$ cat config.mk
export PLATFORM = sky130hd
export DESIGN_NAME = sfr_fifo
export DESIGN_NICKNAME = d
export VERILOG_FILES = /design/src/hw/rtl/sfr_fifo.sv
export SDC_FILE = /design/constraint.sdc
export NUM_CORES = 1
export LEC_CHECK = 0
export BUFFER_PORTS_ARGS = -buffer_cell sky130_fd_sc_hd__buf_2
export CAP_MARGIN = 30
export CORE_UTILIZATION = 46
export CTS_CLUSTER_DIAMETER = 30
export DETAILED_ROUTE_END_ITERATION = 10
export GPL_TIMING_DRIVEN = 0
export MAX_ROUTING_LAYER = met4
export PLACE_DENSITY = 0.74
export SLEW_MARGIN = 15
export SYNTH_ARGS = -nofsm -noshare
export SYNTH_HDL_FRONTEND = slang
export SYNTH_SLANG_ARGS = --single-unit
$ cat constraint.sdc
create_clock -name clk_i -period 2 [get_ports clk_i]
set_clock_uncertainty 0.05 [all_clocks]
set_input_delay 0 -clock clk_i [delete_from_list [all_inputs] [get_ports clk_i]]
set_output_delay 0 -clock clk_i [all_outputs]
set_load 0.02 [all_outputs]
$ cat src/hw/rtl/sfr_fifo.sv
// Small register-based FIFO, used for the command queue and the result queue.
// Generic over the entry type; no package dependency.
module sfr_fifo #(
  parameter type T     = logic,
  parameter int  Depth = 4
) (
  input  logic                       clk_i,
  input  logic                       rst_ni,
  input  logic                       push_i,
  input  T                           data_i,
  output logic                       full_o,
  input  logic                       pop_i,
  output T                           data_o,
  output logic                       empty_o,
  output logic [$clog2(Depth+1)-1:0] count_o
);
  localparam int PtrW = (Depth > 1) ? $clog2(Depth) : 1;
  localparam int CntW = $clog2(Depth + 1);

  T              mem_q [Depth];
  logic [PtrW-1:0] wr_ptr_q, wr_ptr_d;
  logic [PtrW-1:0] rd_ptr_q, rd_ptr_d;
  logic [CntW-1:0] cnt_q, cnt_d;
  logic            do_push, do_pop;

  assign full_o  = (cnt_q == CntW'(Depth));
  assign empty_o = (cnt_q == '0);
  assign count_o = cnt_q;
  assign data_o  = mem_q[rd_ptr_q];
  assign do_push = push_i && !full_o;
  assign do_pop  = pop_i && !empty_o;

  always_comb begin
    wr_ptr_d = wr_ptr_q;
    rd_ptr_d = rd_ptr_q;
    cnt_d    = cnt_q;
    if (do_push) begin
      wr_ptr_d = (wr_ptr_q == PtrW'(Depth - 1)) ? '0 : wr_ptr_q + 1'b1;
    end
    if (do_pop) begin
      rd_ptr_d = (rd_ptr_q == PtrW'(Depth - 1)) ? '0 : rd_ptr_q + 1'b1;
    end
    if (do_push && !do_pop) begin
      cnt_d = cnt_q + 1'b1;
    end else if (do_pop && !do_push) begin
      cnt_d = cnt_q - 1'b1;
    end
  end

  always_ff @(posedge clk_i or negedge rst_ni) begin
    if (!rst_ni) begin
      wr_ptr_q <= '0;
      rd_ptr_q <= '0;
      cnt_q    <= '0;
    end else begin
      wr_ptr_q <= wr_ptr_d;
      rd_ptr_q <= rd_ptr_d;
      cnt_q    <= cnt_d;
    end
  end

  always_ff @(posedge clk_i) begin
    if (do_push) begin
      mem_q[wr_ptr_q] <= data_i;
    end
  end

endmodule

==> metrics.csv, run 1 <==
stage,metric,value,unit
floorplanning,die_area,1450,sq um
drt,wl,1.30,mm
timing,setup_violations,0,
drt,vias_per_cell,4.99,
cells_and_area,drive_gt1_share,61.5,%
outcome,status,finished clean,
placement,port_buffers,10,
drt,wl_met3,38,microns
logic_synthesis,ys_seq_area_share,49.3,%
clock_tree,cts_buffers,3,
clock_tree,clock_sinks,11,
run,maxCapViolations,0,
floorplanning,rows,12,
clock_tree,path_clk_slew,0.07,ns
power,ir_drop,756,uV
placement,gp_congestion,0.580,
timing,hold_viol,0,
clock_tree,clk_path_buf_depth,2,
drt,via_count,394,
timing,clock.fmax,0.519,GHz
setup_path,r2r-end,count_o[2]$_DFFE_PN0P_,
logic_synthesis,yosysTopAreaCellShare,29.2,%
setup_path,rr_startpoint,count_o[2]$_DFFE_PN0P_,
setup_path,critPathKind,reg -> reg,
cells_and_area,fin_nets,78,
logic_synthesis,synth.avg_cell_area,14.3,sq um
drt,first_pass_iters,4,
timing,worst_slew_pin_slew,0.179,ns
timing,slew_viol_final,0,
setup_path,worstPathArrival,2.07,ns
setup_path,reg2reg_depth,9,
timing,fin_crit_sh,96.3,%
setup_path,r2r_slack,0.07,ns
global_routing,grt_pass1_vias,446,
clock_tree,root_buffer,clkbuf_4,
drt,highest_layer,met4,
timing,fin_crit,1.93,ns
logic_synthesis,syn_area,599,sq um
cells_and_area,finalCoreUtilization,69.8,%
floorplanning,start_util,51.8,%
drt,drt_iter0_drc,9,
global_routing,antenna_found_initial,0,
power,power_leakage,0.373,nW
floorplanning,die_w,38.1,microns
logic_synthesis,yosys.area.top_type,dfrtp_1,
clock_tree,insertion_delay,0.27,ns
logic_synthesis,syn-num-nets,54,
global_routing,grtUsageTotal,22.8,%
clock_tree,cts_tree,built,
logic_synthesis,netlist_top_cells_count,"dfrtp_1, ha_1, and2_2, edfxtp_1",
logic_synthesis,synthFlopType,dfrtp_1,
setup_path,cp.required,2.14,ns
drt,wl_met2,786,microns
logic_synthesis,async_flop_share,63.6,%
placement,dp_hpwl,849,microns
floorplanning,coreArea,1160,sq um
cells_and_area,diodes,0,
logic_synthesis,synth_area_leaders,"dfrtp_1, edfxtp_1, ha_1",
logic_synthesis,yosysMostFrequentCell,dfrtp_1,
floorplanning,ios,11,
logic_synthesis,synth_warnings,0,
global_routing,grt_max_degree,8,
setup_path,start_kind,flip-flop,
logic_synthesis,synth_edf_count,4,
logic_synthesis,synth_cell_types,17,
logic_synthesis,ys_ff_latch,11,
power,power,1.33,mW
cells_and_area,areaGrowthSynthToFinish,34.7,%
timing,slew-limit-headroom,88.0,%
drt,drtAntennaViolNets,0,
setup_path,worst_setup_path_end_kind,flip-flop,
timing,grt_setup_unrepaired,true,
min_path,holdCritPathClass,in -> async,
floorplanning,die_y,38.1,microns
global_routing,grt_pass1_wl,1.97,mm
logic_synthesis,netlist_instances,42,
clock_tree,h-tree-depth,1,
setup_path,cp_max_fo,3,
global_routing,grt_overflow_total,0,
drt,drc,0,
power,power.density,1650,nW/um^2
drt,met1_length,438,microns
drt,wl_per_cell,16.4,microns
==> report_power, final <==
part	switching, mW	internal [mW]	leakage [nW]
logic	0.332	0.393	0.242
clock network	0.0781	0.0774	0.0150
registers	0.111	0.337	0.116
total	0.521	0.807	0.373
==> placed cells by master (no fill, tap or decap), types with 2 or more instances in the layout <==
cell,instances
mux2_2,3
ha_1,5
dfrtp_2,3
clkbuf_4,3
xor2_1,2
dfrtp_1,4
and2_2,4
nor2_1,3
inv_1,2
buf_2,10
dlygate4sd3_1,2
buf_4,7
mux2_4,2
edfxtp_1,4
==> repair_timing <==
action / CTS / global route
gates resized for setup: 0 / 2
hold buffers: 2 / 0
endpoints found under the hold margin: 11 / 0
pin swaps: 0 / 3
setup endpoints to repair: 1 / 2
setup buffers: 2 / 5
==> metrics by stage <==
stage	TNS (ns)	setup WS, ns	cell area [sq um]	hold WS, ns	cells
floorplan	-0.105	-0.0667	633	-0.346	42
global placement	0	0.0854	701	-0.212	66
detailed placement	-0.0172	-0.0172	701	-0.203	66
CTS	0	0.0133	762	0.0504	74
global route	-0.0248	-0.0248	807	0.0684	79
finish	0	0.0742	807	0.0513	79
==> registers in the layout, summed over array words and instances (netlist names) <==
register,cells
rd_ptr_q,2
count_o,3
wr_ptr_q,2
mem_q,4
==> logic make-up (layout without fill, tap and decap cells) <==
logic type,count (synthesis),in the layout,share of synthesized area [%]
xor+xnor,3,3,4.38
simple gates,11,11,12.3
fa+ha+maj,7,7,15.9
mux,6,6,14.4
buf+inv,4,27,3.76
flops,11,11,49.3
==> layer usage <==
| metal | track usage (%) | vias to the layer above |
|---|---|---|
| met2 | 41.1 | 12 |
| met1 | 20.5 | 192 |
| met5 | - | - |
| met3 | 5.23 | 4 |
| met4 | 16.1 | 0 |
| li1 | - | 186 |
==> worst max-delay path by stage <==
stage                                 startpoint                endpoint  depth (start not counted)
after floorplan           count_o[1]$_DFFE_PN0P_  count_o[1]$_DFFE_PN0P_                          7
after global placement    count_o[2]$_DFFE_PN0P_  count_o[2]$_DFFE_PN0P_                          9
after detailed placement  count_o[2]$_DFFE_PN0P_  count_o[2]$_DFFE_PN0P_                          9
after CTS                 count_o[2]$_DFFE_PN0P_  count_o[2]$_DFFE_PN0P_                          9
after global routing      count_o[2]$_DFFE_PN0P_  count_o[2]$_DFFE_PN0P_                          9
final                     count_o[2]$_DFFE_PN0P_  count_o[2]$_DFFE_PN0P_                          9
==> area by class of cell <==
type | instances | area [sq um]
Buffer | 1 | 11.3
Inverter | 3 | 11.3
Tap cell | 14 | 17.5
Sequential cell | 11 | 299
Clock buffer | 4 | 26.3
Fill cell | 74 | 349
Multi-Input combinational cell | 27 | 319
Timing Repair Buffer | 19 | 123
==> critical path, cell delays in order, from the launching register on <==
cell and delay, ns:
dfrtp_2 0.43, nor3b_4 0.16, nor2b_1 0.15, buf_6 0.13, ha_4 0.12, inv_2 0.03, fa_2 0.32, xor2_1 0.15
nor2_1 0.14, xor2_1 0.16
Note: power is estimated with default switching activity, not from simulation.
==> run 2: changes to the inputs <==
--- a/config.mk
+++ b/config.mk
@@ -7,12 +7,13 @@
 export LEC_CHECK = 0
 export BUFFER_PORTS_ARGS = -buffer_cell sky130_fd_sc_hd__buf_2
 export CAP_MARGIN = 30
-export CORE_UTILIZATION = 46
+export CORE_AREA = 5 5 42 44
 export CTS_CLUSTER_DIAMETER = 30
 export DETAILED_ROUTE_END_ITERATION = 10
+export DIE_AREA = 0 0 47 49
 export GPL_TIMING_DRIVEN = 0
 export MAX_ROUTING_LAYER = met4
-export PLACE_DENSITY = 0.74
+export PLACE_DENSITY = 0.7
 export SLEW_MARGIN = 15
 export SYNTH_ARGS = -nofsm -noshare
 export SYNTH_HDL_FRONTEND = slang
==> constraint.sdc (replaced) <==
create_clock -name clk_i -period 2.2 [get_ports clk_i]
set_clock_uncertainty 0.05 [all_clocks]
set_input_delay 0 -clock clk_i [delete_from_list [all_inputs] [get_ports clk_i]]
set_output_delay 0 -clock clk_i [all_outputs]
set_load 0.02 [all_outputs]
==> run 2 against run 1 <==
Compared with the run above:
- routed wire length is 38% lower
- combinational power is 30% lower
- flip-flop and latch count stayed put
- via count is 9.9% lower
- die area is 59% higher
- design area is 7.6% lower
- utilization is 17 points lower
- critical path type unchanged
- critical endpoint unchanged
==> metrics.csv, run 2 (synthesis results as in run 1) <==
stage,metric,value,unit,change
global_routing,grtUsageTotal,9.12,%,-14 points
floorplanning,die_area,2300,sq um,+59%
drt,drtAntennaViolNets,0,,unchanged
placement,place_area,687,sq um,-2.0%
setup_path,cp_max_fo,7,,+4
clock_tree,clock_sinks,11,,unchanged
floorplanning,ios,11,,unchanged
global_routing,grt_pass1_vias,388,,-13%
power,ir_drop,700,uV,-7.4%
drt,drc,0,,unchanged
power,power.density,1410,nW/um^2,-15%
cells_and_area,drive_gt1_share,54.2,%,-7.3 points
global_routing,grt_overflow_total,0,,unchanged
clock_tree,path_clk_slew,0.07,ns,about the same
clock_tree,root_buffer,clkbuf_4,,
drt,wl,802,microns,-38%
floorplanning,coreArea,1400,sq um,+21%
timing,clock.fmax,0.494,GHz,-4.9%
timing,slew-limit-headroom,87.9,%,-0.16 points
global_routing,grt_pass1_wl,1.48,mm,-25%
cells_and_area,final_common_cell,buf_2,,
timing,hold_viol,0,,unchanged
timing,fin_crit,2.03,ns,+0.100 ns
floorplanning,rows,14,,+2
cells_and_area,fin_nets,72,,-7.7%
clock_tree,cts_buffers,3,,unchanged
cells_and_area,diodes,0,,unchanged
cells_and_area,areaGrowthSynthToFinish,24.4,%,
cells_and_area,n_fill_cell,135,,+82%
clock_tree,cts_tree,built,,
cells_and_area,largest-register,mem_q,,
setup_path,worst_setup_path_end_kind,flip-flop,,
floorplanning,die_w,47,microns,+23%
cells_and_area,largest_reg_flops,4,,unchanged
placement,gp_congestion,0.618,,+6.4%
drt,vias_per_cell,4.73,,-5.1%
drt,via_count,355,,-9.9%
min_path,holdCritPathClass,in -> async,,
setup_path,cp.required,2.34,ns,+0.20 ns
timing,worst_slew_pin_slew,0.182,ns,+0.00238 ns
floorplanning,die_y,49,microns,+29%
timing,fin_crit_sh,92.1,%,-4.2 points
placement,dp_hpwl,676,microns,-20%
timing,setup_violations,0,,unchanged
placement,dp.cells,68,,+3.0%
global_routing,antenna_found_initial,0,,unchanged
global_routing,grt_max_degree,8,,unchanged
setup_path,critPathKind,reg -> reg,,
placement,port_buffers,10,,unchanged
power,power_leakage,0.344,nW,-7.6%
drt,drt_iter0_drc,1,,-8
clock_tree,insertion_delay,0.26,ns,about the same
setup_path,start_kind,flip-flop,,
cells_and_area,layout_common_cells,"buf_2, ha_1, and2_2, edfxtp_1, dfrtp_1",,
cells_and_area,fin_area,746,sq um,-7.6%
outcome,status,finished clean,,
drt,wl_per_cell,10.7,microns,-35%
run,maxCapViolations,0,,unchanged
floorplanning,start_util,42.8,%,-9.1 points
cells_and_area,fin_cells,75,,-5.1%
timing,slew_viol_final,0,,unchanged
drt,first_pass_iters,2,,-2
clock_tree,h-tree-depth,1,,unchanged
setup_path,worstPathArrival,2.16,ns,+0.09 ns
clock_tree,clk_path_buf_depth,2,,unchanged
setup_path,r2r_slack,0.17,ns,+0.10 ns
[run 2: final timing paths]
path | start | endpoint | cells past startpoint
min in group clk_i | pop_i | rd_ptr_q[0]$_DFFE_PN0P_ | 3
hold / removal | rst_ni | rd_ptr_q[0]$_DFFE_PN0P_ | 2
max in group asynchronous | rst_ni | count_o[1]$_DFFE_PN0P_ | 2
hold reg to reg | count_o[2]$_DFFE_PN0P_ | count_o[2]$_DFFE_PN0P_ | 1
setup / recovery | count_o[2]$_DFFE_PN0P_ | count_o[2]$_DFFE_PN0P_ | 9
setup reg to reg | count_o[2]$_DFFE_PN0P_ | count_o[2]$_DFFE_PN0P_ | 9
[run 2: power by group]
part           internal (mW)  switching [mW]
logic                  0.276           0.231
registers              0.307           0.104
clock network         0.0672          0.0642
total                  0.650           0.399
[run 2: layout make-up]
class	instances	area, sq um	share of cell area (%)
clock buffers	3	22.5	3.02
plain buffers	1	11.3	1.51
multi-input cells	27	299	40.1
flip-flops and latches	11	299	40.1
repair buffers	13	77.6	10.4
well taps	16	20.0	2.68
clock inverters	1	5.00	0.671
inverters	3	11.3	1.51
[run 2: metrics by stage]
step	setup slack (ns)	hold WS, ns	TNS [ns]	util, %	power, mW
after floorplan	0.00188	-0.346	0	-	0.785
final	0.174	0.0345	0	53.2	1.05
after global routing	-0.00384	0.0254	-0.00384	53.2	1.16
after detailed placement	0.126	-0.213	0	49.0	0.912
after global placement	0.151	-0.212	0	49.0	0.893
after CTS	0.0927	0.0343	0	52.4	1.05
[run 2: critical path, cell delays in order, from the launching register on]
cell and delay (ns):
dfrtp_2 0.42, nor3b_4 0.15, nor2b_1 0.14, buf_6 0.14, ha_1 0.19, inv_1 0.06
fa_1 0.37, xor2_1 0.15, nor2_1 0.11, xor2_1 0.15
[run 2: routing by layer]
layer / track usage, % / part of all wire, % / wire length (microns)
met5: - / 0 / 0
met4: 2.76 / 0 / 0
met3: 4.43 / 5.5 / 44
met2: 15.4 / 55 / 445
met1: 8.84 / 39 / 312
[run 2: timing repair]
item | CTS | global route
endpoints found under the hold margin | 11 | 0
hold buffers | 2 | 0
gates resized for setup | 0 | 3
setup buffers | 0 | 1
setup endpoints to repair | 0 | 1
==> run 3: changes to the inputs <==
--- a/config.mk
+++ b/config.mk
@@ -9,6 +9,7 @@
 export CAP_MARGIN = 30
 export CORE_AREA = 5 5 42 44
 export CTS_CLUSTER_DIAMETER = 30
+export CTS_CLUSTER_SIZE = 16
 export DETAILED_ROUTE_END_ITERATION = 10
 export DIE_AREA = 0 0 47 49
 export GPL_TIMING_DRIVEN = 0
==> constraint.sdc (replaced) <==
create_clock -name clk_i -period 2.15 [get_ports clk_i]
set_clock_uncertainty 0.05 [all_clocks]
set_input_delay 0 -clock clk_i [delete_from_list [all_inputs] [get_ports clk_i]]
set_output_delay 0 -clock clk_i [all_outputs]
set_load 0.02 [all_outputs]
==> run 3 against run 2 <==
Compared with the run above:
- register-to-register slack got worse by 0.05 ns
- largest cell class is now multi-input combinational cells
- flip-flop and latch count did not move
- die area did not move
- hold slack improved by 0.0042 ns
- maximum frequency barely moved
==> metrics.csv, run 3 (synthesis results as in run 1) <==
stage,metric,value,unit,change
timing,hold_slack,0.0387,ns,+0.00415 ns
setup_path,cp.required,2.25,ns,-0.09 ns
drt,first_pass_iters,2,,unchanged
power,power,1.07,mW,+1.9%
setup_path,start_kind,flip-flop,,
floorplanning,die_w,47,microns,unchanged
clock_tree,path_clk_slew,0.06,ns,about the same
global_routing,antenna_found_initial,0,,unchanged
cells_and_area,largest_reg_flops,4,,unchanged
global_routing,use_met1,11.0,%,+2.1 points
setup_path,critPathKind,reg -> reg,,
drt,drt_iter0_drc,2,,+1
setup_path,cp_max_fo,7,,unchanged
clock_tree,clock_sinks,11,,unchanged
global_routing,grt_use_met3,4.43,%,unchanged
outcome,status,finished clean,,
min_path,holdCritPathClass,in -> async,,
timing,slew_viol_final,0,,unchanged
cells_and_area,diodes,0,,unchanged
timing,worst_slew_pin_slew,0.182,ns,-0.0000529 ns
cells_and_area,finalCoreUtilization,52.8,%,-0.45 points
clock_tree,cts_tree,built,,
clock_tree,h-tree-depth,1,,unchanged
drt,wl,842,microns,+5.0%
cells_and_area,areaGrowthSynthToFinish,23.4,%,
placement,port_buffers,10,,unchanged
floorplanning,coreArea,1400,sq um,unchanged
setup_path,worst_setup_path_end_kind,flip-flop,,
cells_and_area,fin_nets,71,,-1.4%
drt,drc,0,,unchanged
placement,dp_hpwl,687,microns,+1.5%
setup_path,rr_startpoint,count_o[1]$_DFFE_PN0P_,,
floorplanning,die_y,49,microns,unchanged
clock_tree,insertion_delay,0.26,ns,about the same
floorplanning,die_area,2300,sq um,unchanged
timing,setup_violations,0,,unchanged
timing,hold_viol,0,,unchanged
power,power.density,1450,nW/um^2,+2.8%
clock_tree,cts_buffers,3,,unchanged
global_routing,grt_pass1_wl,1.48,mm,unchanged
floorplanning,start_util,42.8,%,unchanged
placement,gp_congestion,0.667,,+8.0%
placement,dp.cells,68,,unchanged
floorplanning,rows,14,,unchanged
cells_and_area,final_common_cell,buf_2,,
drt,via_count,343,,-3.4%
global_routing,grt_max_degree,8,,unchanged
floorplanning,ios,11,,unchanged
drt,wl_per_cell,11.4,microns,+6.4%
global_routing,grtUsageMet2,13.6,%,-1.8 points
global_routing,grt_pass1_vias,340,,-12%
global_routing,busiest_layer,met2,,
timing,fin_crit,2.03,ns,+0.00122 ns
clock_tree,root_buffer,clkbuf_4,,
run,maxCapViolations,0,,unchanged
cells_and_area,largest-register,mem_q,,
drt,vias_per_cell,4.64,,-2.1%
setup_path,r2r_slack,0.12,ns,-0.05 ns
cells_and_area,fin_cells,74,,-1.3%
clock_tree,clk_path_buf_depth,2,,unchanged
timing,slew-limit-headroom,87.9,%,about the same
setup_path,worstPathArrival,2.13,ns,-0.03 ns
power,ir_drop,746,uV,+6.6%
global_routing,grtUsageTotal,9.64,%,+0.52 points
global_routing,grt_overflow_total,0,,unchanged
cells_and_area,layout_common_cells,"buf_2, ha_1, and2_2, edfxtp_1, dfrtp_1",,
drt,drtAntennaViolNets,0,,unchanged
power,power_leakage,0.338,nW,-1.9%
cells_and_area,drive_gt1_share,53.4,%,-0.79 points
setup_path,crit_start,count_o[1]$_DFFE_PN0P_,,
timing,clock.fmax,0.493,GHz,about the same
timing,fin_crit_sh,94.3,%,+2.2 points
## run 3: cell types whose count changed in the layout (fill, tap and decap cells not counted), sizes merged
| cell | before | now |
|---|---|---|
| buf | 12 | 11 |
| clkbuf | 3 | 4 |
| clkinv | 1 | 0 |
## run 3: worst paths after layout
kind,to,depth (start not counted)
max,count_o[1]$_DFFE_PN0P_,7
min,rd_ptr_q[0]$_DFFE_PN0P_,2
max reg2reg,count_o[1]$_DFFE_PN0P_,7
min reg2reg,count_o[2]$_DFFE_PN0P_,1
max in group asynchronous,count_o[1]$_DFFE_PN0P_,2
min in group clk_i,rd_ptr_q[0]$_DFFE_PN0P_,3
## run 3: power by group
part	total, mW	internal (mW)	leakage [nW]	switching, mW
clock network	0.134	0.0717	0.0150	0.0623
logic	0.503	0.273	0.207	0.230
registers	0.432	0.314	0.116	0.119
## run 3: area by class of cell
| class | instances | area, sq um |
|---|---|---|
| buffer | 1 | 11.3 |
| clock buffer | 4 | 26.3 |
| fill | 126 | 662 |
| inverter | 3 | 11.3 |
| multi-input combinational | 27 | 302 |
| sequential | 11 | 299 |
| tap | 16 | 20.0 |
| timing repair buffer | 12 | 70.1 |
## run 3: timing repair
action | 4_1_cts | 5_1_grt
hold endpoints to repair | 11 | 0
hold buffers | 2 | 0
setup endpoints to repair | 0 | 1
buffers inserted | 0 | 0
gates resized for setup | 0 | 1
## run 3: layer usage
layer  vias up  wire length, microns
met1       161                   341
met2         5                   454
met3         4                    31
li1        173                     -
met5         -                     0
met4         0                    14
## run 3: stage by stage
step / setup WS [ns] / area, sq um / TNS [ns]
after floorplan: 0.00876 / 621 / 0
after CTS: 0.0761 / 737 / 0
after global routing: -0.00354 / 739 / -0.00354
final: 0.123 / 739 / 0
after global placement: 0.137 / 691 / 0
after detailed placement: 0.105 / 691 / 0
## run 3: critical path: stages, from the launching register on
cell,delay [ns]
dfrtp_2,0.47
nor3b_4,0.23
nor2b_2,0.07
buf_6,0.13
ha_1,0.22
inv_1,0.07
fa_1,0.41
mux2_2,0.27
